File: config.mk
export PLATFORM = sky130hd
export DESIGN_NAME = zsh_queue
export DESIGN_NICKNAME = d
export VERILOG_FILES = /design/src/design/zsh_pkg.sv /design/src/design/zsh_queue.sv
export VERILOG_INCLUDE_DIRS = /design/src /design/src/design
export SDC_FILE = /design/constraint.sdc
export NUM_CORES = 1
export LEC_CHECK = 0
export ABC_AREA = 0
export BUFFER_PORTS_ARGS = -buffer_cell sky130_fd_sc_hd__clkbuf_2
export CORE_ASPECT_RATIO = 0.75
export CORE_MARGIN = 1
export CORE_UTILIZATION = 35
export CTS_CLUSTER_DIAMETER = 150
export DETAILED_ROUTE_END_ITERATION = 12
export PLACE_DENSITY = 0.63
export SYNTH_ARGS = -nofsm -noshare
export SYNTH_HDL_FRONTEND = slang
export SYNTH_SLANG_ARGS = --single-unit
File: constraint.sdc
create_clock -name clk -period 4.8 [get_ports clk]
set_clock_uncertainty 0.05 [all_clocks]
set_input_delay 0.48 -clock clk [delete_from_list [all_inputs] [get_ports clk]]
set_output_delay 0.48 -clock clk [all_outputs]
set_load 0.03 [all_outputs]
File: src/design/zobrist_state_hash_top_macros.svh
// assertion macros shared by the zobrist state hash modules
`ifndef ZOBRIST_STATE_HASH_TOP_MACROS_SVH
`define ZOBRIST_STATE_HASH_TOP_MACROS_SVH

`ifndef SYNTHESIS

// same-cycle implication, checked out of reset
`define ZSH_ASSERT_IMPL(label, ante, cons) \
	label: assert property (@(posedge clk) disable iff (!arst_n) (ante) |-> (cons)) \
		else $error("zsh assertion failed");

// next-cycle implication, checked out of reset
`define ZSH_ASSERT_NEXT(label, ante, cons) \
	label: assert property (@(posedge clk) disable iff (!arst_n) (ante) |=> (cons)) \
		else $error("zsh assertion failed");

`else

`define ZSH_ASSERT_IMPL(label, ante, cons)

`define ZSH_ASSERT_NEXT(label, ante, cons)

`endif

`endif

File: src/design/zsh_pkg.sv
// shared types and constants of the zobrist state hash
package zsh_pkg;

	localparam int VAR_W   = 6;
	localparam int COL_W   = 4;
	localparam int WORD_W  = 32;
	localparam int DSIZE_W = 5;

	localparam int QUEUE_DEPTH = 4;
	localparam int QPTR_W      = 2;
	localparam int QCNT_W      = 3;

	// word index of the mode register on the config port
	localparam logic REG_IDX_POLY_MODE = 1'b0;

	typedef enum logic [1:0] {
		OP_TABLE_WR  = 2'd0,
		OP_DOMAIN_WR = 2'd1,
		OP_HASH      = 2'd2
	} op_t;

	// one classified item on its way to the back end
	typedef struct packed {
		op_t                op;
		logic [VAR_W-1:0]   var_idx;
		logic [COL_W-1:0]   col;
		logic [WORD_W-1:0]  word;
		logic [DSIZE_W-1:0] dsize;
		logic               var_ok;
		logic               col_ok;
		logic               last;
	} cmd_t;

	typedef struct packed {
		logic full;
		logic empty;
	} q_status_t;

endpackage

File: src/design/zsh_queue.sv
// short command queue between front and back end
`include "zobrist_state_hash_top_macros.svh"

module zsh_queue (
	input  logic               clk,
	input  logic               arst_n,
	input  logic               push,
	input  zsh_pkg::cmd_t      push_cmd,
	input  logic               pop,
	output zsh_pkg::cmd_t      head,
	output zsh_pkg::q_status_t status
);
	import zsh_pkg::*;

	cmd_t              slots_q [QUEUE_DEPTH];
	logic [QPTR_W-1:0] wr_ptr_q;
	logic [QPTR_W-1:0] rd_ptr_q;
	logic [QCNT_W-1:0] cnt_q;

	assign head         = slots_q[rd_ptr_q];
	assign status.full  = cnt_q == QCNT_W'(QUEUE_DEPTH);
	assign status.empty = cnt_q == '0;

	always_ff @(posedge clk or negedge arst_n) begin
		if (!arst_n) begin
			wr_ptr_q <= '0;
			rd_ptr_q <= '0;
			cnt_q    <= '0;
		end else begin
			if (push) begin
				wr_ptr_q <= wr_ptr_q + QPTR_W'(1);
			end
			if (pop) begin
				rd_ptr_q <= rd_ptr_q + QPTR_W'(1);
			end
			if (push && !pop) begin
				cnt_q <= cnt_q + QCNT_W'(1);
			end else if (pop && !push) begin
				cnt_q <= cnt_q - QCNT_W'(1);
			end
		end
	end

	always_ff @(posedge clk) begin
		if (push) begin
			slots_q[wr_ptr_q] <= push_cmd;
		end
	end

	`ZSH_ASSERT_IMPL(a_no_push_full, push, !status.full)
	`ZSH_ASSERT_IMPL(a_no_pop_empty, pop, !status.empty)
	`ZSH_ASSERT_NEXT(a_fill_count, push && !pop, cnt_q == $past(cnt_q) + QCNT_W'(1))

endmodule

# After elaboration in Yosys (flattened, before gate mapping)
# Memory sizes are Yosys's and may differ from the RTL's.
# Cells that the tools add are included.
# word_totals
regBits	7
latch_bits	0
ram_bits	208
romBits	0
input_bits	56
out_inout_bits	54
wordCells	19
mem_count	1
# mem_list
memory	depth	word_bits	rd	rd_clocked_by_memory_dff	write_ports	line	rtl
slots_q	4	52	1	0	1	zsh_queue.sv:15	cmd_t slots_q [QUEUE_DEPTH];
# classes
add_sub_neg	4
multipliers	0
div	0
n_lt_le_gt_ge	0
n_eq_ne	1
shifts	0
muxes	4
bitwise_logic	0
n_reduce_logical	6
# ops
cell	n
$mux 3	2
$add 2x1->2 const B	2
$add 3x1->3 const B	1
$eq 3x3->1 const B	1
$logic_not 3->1	1
$sub 3x1->3 const B	1
$logic_and 1x1->1	2
$logic_not 1->1	2
$mux 1	2
$reduce_bool 2->1	1

# Longest topological paths before layout
# Gate-level depths: netlist of run 1.
# logic_depth
ltp_word	4
mapped_depth	7
depth_no_buf	7

# Worst setup path after synthesis of run 1
# No wires, ideal clock.
# synth_timing
path_type	flip-flop to flip-flop
startpoint	register wr_ptr_q[0]
endpoint	memory slots_q[2][0] (netlist name), enable pin
setup_time_ns	0.415
t_arrival_ns	1.852
required_time_ns	4.335
slack_ns	2.483
stages_incl_launch_ff	4
n_path_buf	0
path_cell_list	dfrtp_1 > inv_1 > ha_1 > and2_1
# synth_lines
element	line	rtl
from (decl)	zsh_queue.sv:16	logic [QPTR_W-1:0] wr_ptr_q;
from (signal assigned)	zsh_queue.sv:31	wr_ptr_q <= wr_ptr_q + QPTR_W'(1);
to (decl)	zsh_queue.sv:15	
# Straight into the memory's write port.

==> impl_metrics.csv, run 1 <==
group,metric,value,unit
worst_setup_path,cp_slowest_cell,"dfrtp_4",
power_and_ir_drop,p_sw,2.09,mW
power_and_ir_drop,power_frac_seq,0.437,
power_and_ir_drop,peakVddDrop,0.352,mV
power_and_ir_drop,clkPwrFrac,0.264,
worst_setup_path,worst-path-buf-inv,1,
synth,syn_inst,306,
synth,yosysWarningCount,0,
routing,route.detailed.drc,0,
cells_and_area,drive_gt1_frac,0.440,
synth,synth_fa_ha_area_frac,0.0104,
timing,min_period_over_period,0.637,
clock_network,clockRootBuffer,"clkbuf_16",
power_and_ir_drop,switching_share,0.335,
grt,grt_use_total,0.124,
timing,period_needed,3.06,ns
floorplan,coreArea,22200,µm²
power_and_ir_drop,internal-power,4.16,mW
clock_network,cts_setup_buffers,0,
cells_and_area,multiInputGateArea,1390,µm²
clock_network,htree_num_levels,1,
worst_setup_path,critical_path_class,"reg -> out",
routing,drt-total-wl,14.1,mm
routing,vias,3566,
worst_setup_path,cp-end-kind,"output port",
routing,drt_iter0_drc,279,
routing,vias_per_cell,4.79,
routing,wl_per_cell,18.9,µm
routing,ant_nets,0,
timing,final_hold_viol_count,0,
timing,rsz0062_at_grt,"false",
floorplan,dieArea,23400,µm²
worst_setup_path,critPathArrivalTime,2.53,ns
timing,whs,0.138,ns
grt,grt_first_pass_wirelength,21.9,mm
timing,setup_tns,0,ns
place,io_buffers,109,
synth,synth-compound-area-share,0.000628,
cells_and_area,seqCellArea,6430,µm²
clock_network,cts_tree,"built",
cells_and_area,utilization,0.429,
power_and_ir_drop,p_per_area,658,nW/µm²
timing,slew_headroom,0.280,
clock_network,clkSlewWorstSetupHoldPaths,0.06,ns
synth,synthXorXnorAreaFrac,0.00660,
floorplan,ios,110,
synth,yosysSeqAreaShare,0.806,
clock_network,numCtsBuffers,23,
place,hpwl,8.68,mm
clock_network,clock_path_buffers,3,
worst_setup_path,critPathTopFamily,"flip-flops",
synth,synthesis.area,7960,µm²
synth,synth_cell_types,19,
worst_setup_path,worstPathCellList,"mux4_1 > clkbuf_2",
grt,grt_pass1_vias,3837,
grt,antenna_found_initial,0,
floorplan,die_x,176,µm
synth,ys_seq_elements,215,
grt,grt-ovfl-total,0,
run,drv_cap,0,
power_and_ir_drop,combPwrFrac,0.298,
routing,dr.pass1.iters,4,
clock_network,clock-sinks,215,
worst_setup_path,max_stage_delay,1.13,ns
floorplan,die_h,133,µm
power_and_ir_drop,p_leak,3.28,nW
timing,timing.final.max_slew_violations,0,
grt,grt_max_degree,55,
synth,syn_nets,368,
worst_hold_path,min_path_type,"in -> reg",
synth,synth_top_family_by_area,"multiplexers",
cells_and_area,fillers,1896,
worst_setup_path,worstPathRequired,4.27,ns
clock_network,cts_resized,0,
cells_and_area,antenna_cells,0,
worst_setup_path,crit_path_start_kind,"flop",
synth,synth-simple-area-share,0.00613,
floorplan,start_util,0.359,
cells_and_area,nNetsFinal,496,
place,place.gp.congestion,0.690,
synth,syn_avg_cell_area,26.0,µm²
worst_setup_path,crit_path_max_fanout,54,
timing,worstMarginPinSlew,1.08,ns
cells_and_area,syn_to_final_growth,19.4,%
floorplan,fp-row-count,47,
synth,synth_mux_area_frac,0.150,
timing,fmax,327,MHz
timing,setup_violations,0,
status,status,"completed",
clock_network,clock_latency,0.50,ns
[metal layers]
layer  vias up  wire length, µm  part of all wire  track usage
met3        25             1110             0.079       0.0351
met5         -                0                 0            0
li1       1559                -                 -            -
met4         0              265             0.019       0.0314
met1      1858             6120              0.43        0.167
met2       124             6600              0.47        0.198
[metrics by stage]
stage               setup slack (ns)  power (mW)  cells  area [µm²]
finish                          1.74        6.26    744        9510
global route                    1.53        6.55    744        9510
CTS                             1.63        6.37    744        9510
detailed placement              2.17        4.70    702        8780
global placement                2.17        4.65    702        8780
floorplan                       2.48        4.19    306        7960
[placed cells by master, fill, tap and decap left out, drive strengths merged]
| cell type | count |
|---|---|
| buf | 5 |
| ha | 5 |
| dfrtp | 7 |
| xor2 | 4 |
| and2 | 4 |
| nor2 | 1 |
| mux2 | 1 |
| nor3b | 1 |
| edfxtp | 208 |
| xnor2 | 2 |
| fa | 1 |
| inv | 6 |
| dlygate4sd3 | 1 |
| clkbuf | 137 |
| clkinv | 9 |
| mux4 | 52 |
| nor3 | 1 |
| nand2 | 2 |
| o21ai | 1 |
| bufinv | 2 |
[power groups by stage]
stage | logic (mW) | clock network [mW] | registers (mW)
after CTS | 1.91 | 1.70 | 2.76
after detailed placement | 1.90 | 0 | 2.80
final | 1.87 | 1.65 | 2.74
after floorplan | 1.63 | 0 | 2.57
after global placement | 1.88 | 0 | 2.77
after global routing | 1.98 | 1.77 | 2.80
[layout make-up]
type / instances / share of cell area
sequential: 215 / 0.676
multi-input combinational: 75 / 0.146
clock buffer: 28 / 0.0625
timing repair buffer: 115 / 0.0624
tap: 294 / 0.0387
clock inverter: 13 / 0.0126
inverter: 4 / 0.00158
[timing repair]
item / 4_1_cts / 5_1_grt
setup endpoints to repair: 0 / 0
hold buffers: 1 / 0
hold endpoints to repair: 7 / 0
[flip-flops by register name (all words and copies together) (netlist names)]
name	flops
rd_ptr_q	2
slots_q	208
cnt_q	3
wr_ptr_q	2
[Yosys cell counts, drive strengths merged]
master  instances  area [µm²]
mux2            1        11.3
buf            12         141
nor3            1        5.00
nand2           2        7.51
ha              5        62.6
mux4           52        1190
nor3b           1        7.51
xor2            4        35.0
edfxtp        208        6250
nor2            1        3.75
and2            4        25.0
dfrtp           7         175
inv             4        15.0
fa              1        20.0
o21ai           1        5.00
xnor2           2        17.5
[logic make-up (layout without fill, tap and decap cells)]
group                    after synthesis  count (layout)
buffers and inverters                 16             160
flip-flops                           215             215
adder cells (fa/ha/maj)                6               6
multiplexers                          53              53
AND/OR/NAND/NOR                        9               9
XOR/XNOR                               6               6
AO/OA/AOI/OAI                          1               1
[path summary, 6_finish.rpt]
kind,slack [ns],start,end,cells after the start
worst max-delay path,1.74,rd_ptr_q[0]$_DFFE_PN0P_,head[38],2
worst min-delay path,0.14,pop,rd_ptr_q[0]$_DFFE_PN0P_,2
worst max register to register,2.56,wr_ptr_q[1]$_DFFE_PN0P_,slots_q[1][38]$_DFFE_PP_,4
worst min register to register,0.45,cnt_q[2]$_DFFE_PN0P_,cnt_q[2]$_DFFE_PN0P_,1
max in group asynchronous,4.20,arst_n,rd_ptr_q[1]$_DFFE_PN0P_,2
min in group asynchronous,0.32,arst_n,cnt_q[0]$_DFFE_PN0P_,2
No activity file was read; power rests on OpenSTA's default activity.
==> run 2: changes to the inputs <==
Settings changed: ABC_AREA 0 to 1.
Clock period 4.8 ns to 3.2 ns, I/O delays scaled along.
==> run 2 against run 1 <==
  * Utilization rose by 1.9 points
  * Die area rose by 8.0%
  * Final cell count rose by 56%
  * Routed wire length rose by 23%
  * Clock power rose by 56%
  * Critical endpoint is now head[28]
  * Largest cell class unchanged
==> impl_metrics.csv, run 2 <==
group,metric,value,unit
synth,syn_nets,716,
worst_setup_path,critPathArrivalTime,2.34,ns
worst_setup_path,critPathTopFamily,"buffers and inverters",
routing,drt_iter0_drc,256,
clock_network,clock_latency,0.50,ns
worst_setup_path,crit_path_start_kind,"flop",
synth,synthXorXnorAreaFrac,0.00407,
synth,yosysSeqAreaShare,0.746,
clock_network,clockRootBuffer,"clkbuf_16",
timing,rsz0062_at_grt,"false",
timing,setup_violations,0,
timing,min_period_over_period,0.846,
timing,fmax,369,MHz
synth,synth_enable_flop_cells,208,
clock_network,htree_num_levels,1,
synth,synthArstFlopShare,0.0326,
synth,synth_top_area_share,0.725,
floorplan,die_x,183,µm
synth,synth_mux_area_frac,0,
cells_and_area,syn_to_final_growth,25.0,%
timing,slew_headroom,0.588,
floorplan,fp-row-count,49,
routing,vias,5160,
power_and_ir_drop,switching_share,0.394,
grt,grt-ovfl-total,0,
place,io_buffers,109,
power_and_ir_drop,p_per_area,968,nW/µm²
status,status,"completed",
timing,setup_tns,0,ns
floorplan,coreArea,24000,µm²
cells_and_area,utilization,0.448,
floorplan,start_util,0.358,
worst_hold_path,min_path_type,"in -> reg",
synth,synth_top_family_by_area,"compound AO/OA/AOI/OAI gates",
synth,synth_cell_types,17,
synth,ys.flop_type,"edfxtp_1",
cells_and_area,fin_cells,1160,
synth,yosys.area.top_type,"edfxtp_1",
worst_setup_path,r2r_end,"slots_q[0][0]$_DFFE_PP_",
routing,wl_per_cell,14.9,µm
cells_and_area,largest_register_ffs,208,
cells_and_area,drive_gt1_frac,0.200,
power_and_ir_drop,clkPwrFrac,0.248,
synth,synth_fa_ha_area_frac,0.00959,
grt,grt_pass1_vias,4865,
clock_network,numCtsBuffers,23,
synth,yosysWarningCount,0,
place,place.gp.congestion,0.727,
power_and_ir_drop,internal-power,6.31,mW
worst_hold_path,min_from,"push_cmd[47]",
synth,netlist_top_cells_count,"edfxtp_1 (208), nand2_1 (169), inv_1 (115), o211ai_1 (104), buf_2 (26)",
grt,antenna_found_initial,0,
clock_network,cts_setup_buffers,0,
power_and_ir_drop,totalPowerFinal,10.4,mW
worst_setup_path,r2r_slack,1.27,ns
clock_network,clock-sinks,215,
grt,grt_first_pass_wirelength,26.2,mm
synth,ys_seq_elements,215,
clock_network,cts_resized,0,
worst_setup_path,crit_path_max_fanout,31,
grt,grt_max_degree,57,
clock_network,clkSlewWorstSetupHoldPaths,0.06,ns
power_and_ir_drop,p_sw,4.11,mW
floorplan,dieArea,25200,µm²
place,dp.cells,1072,
clock_network,cts_tree,"built",
cells_and_area,nNetsFinal,875,
routing,route.detailed.drc,0,
routing,dr.pass1.iters,4,
worst_setup_path,critical_path_class,"reg -> out",
routing,ant_nets,0,
clock_network,clock_path_buffers,3,
timing,whs,0.0152,ns
synth,syn_inst,654,
worst_setup_path,cp_slowest_cell,"dfrtp_2",
grt,grt_use_total,0.137,
power_and_ir_drop,power_frac_seq,0.383,
worst_setup_path,cp-end-kind,"output port",
power_and_ir_drop,peakVddDrop,0.739,mV
floorplan,die_h,138,µm
worst_hold_path,min_path_cells,1,
power_and_ir_drop,p_leak,4.35,nW
worst_setup_path,r2r_start,"wr_ptr_q[0]$_DFFE_PN0P_",
synth,synth_area_leaders,"edfxtp_1 (73%), o211ai_1 (9.1%), nand2_1 (7.4%)",
cells_and_area,antenna_cells,0,
synth,syn_avg_cell_area,13.2,µm²
worst_setup_path,worst-path-buf-inv,3,
worst_setup_path,worstPathRequired,2.83,ns
place,place_area,9550,µm²
synth,synth-simple-area-share,0.0762,
worst_hold_path,hold_end,"slots_q[3][47]$_DFFE_PP_",
cells_and_area,top_register,"slots_q",
worst_setup_path,reg2regPathDepth,5,
place,dpl_worst_slack,0.982,ns
routing,vias_per_cell,4.45,
cells_and_area,layout_commonest_cell,"edfxtp_1",
synth,synth_most_common_cell,"edfxtp_1",
power_and_ir_drop,combPwrFrac,0.370,
timing,setup_slack,0.492,ns
cells_and_area,top_regs,"slots_q: 208 flops, cnt_q: 3 flops",
synth,synth-compound-area-share,0.0913,
run,drv_cap,0,
place,hpwl,10.1,mm
floorplan,ios,110,
routing,drt-total-wl,17.3,mm
timing,timing.final.max_slew_violations,0,
timing,period_needed,2.71,ns
cells_and_area,layout_common_cells,"edfxtp_1 (208), nand2_1 (169), inv_1 (111), clkbuf_2 (109), o211ai_1 (104)",
timing,final_hold_viol_count,0,
worst_setup_path,worstPathCellList,"inv_2 > buf_12 > o211ai_1 > nand2_1 > clkbuf_2",
worst_setup_path,max_stage_delay,0.60,ns
synth,synthesis.area,8610,µm²
timing,worstMarginPinSlew,0.618,ns
cells_and_area,final_cell_area,10800,µm²
[run 2: area by class of cell]
type,instances,area [µm²]
clock inverters,16,143
flip-flops and latches,215,6430
clock buffers,25,593
fillers,2201,13300
well taps,331,414
multi-input cells,288,1560
inverters,116,435
repair buffers,169,1190
[run 2: routing by layer]
layer | track usage | wire, µm | vias to the layer above
met5 | 0 | 0 | -
met4 | 0.0329 | 348 | 0
met3 | 0.0280 | 877 | 27
met2 | 0.225 | 7870 | 133
met1 | 0.187 | 8230 | 2416
li1 | - | - | 2584
[run 2: worst max-delay path by stage]
stage / from / to / cells after the start
floorplan: wr_ptr_q[0]$_DFFE_PN0P_ / slots_q[2][0]$_DFFE_PP_ / 4
global placement: rd_ptr_q[1]$_DFFE_PN0P_ / head[28] / 5
detailed placement: rd_ptr_q[1]$_DFFE_PN0P_ / head[28] / 5
CTS: rd_ptr_q[1]$_DFFE_PN0P_ / head[28] / 5
global route: rd_ptr_q[1]$_DFFE_PN0P_ / head[24] / 5
finish: rd_ptr_q[1]$_DFFE_PN0P_ / head[28] / 5
[run 2: power groups by stage]
stage	registers [mW]	clock network, mW	logic (mW)
6_report	3.99	2.58	3.85
5_1_grt	4.05	2.75	4.22
4_1_cts	4.00	2.65	3.92
2_1_floorplan	3.87	0	2.85
3_5_place_dp	4.06	0	3.86
3_3_place_gp	4.05	0	3.81
[run 2: what timing repair did]
action	4_1_cts	5_1_grt
hold buffers	46	1
endpoints found under the setup margin	0	0
hold endpoints to repair	181	1
[run 2: worst register-to-register path, delay by kind of cell, from the launching register on]
family	cells	cell delay, ns
buf+inv	3	0.89
flops	1	0.42
fa+ha+maj	1	0.15
simple gates	1	0.06
[run 2: cell families after synthesis]
family	Yosys count
buffers and inverters	151
DFF	215
xor gates and xnor gates	4
and+or+nand+nor	173
adders and majority gates	6
AOI/OAI and AO/OA	105
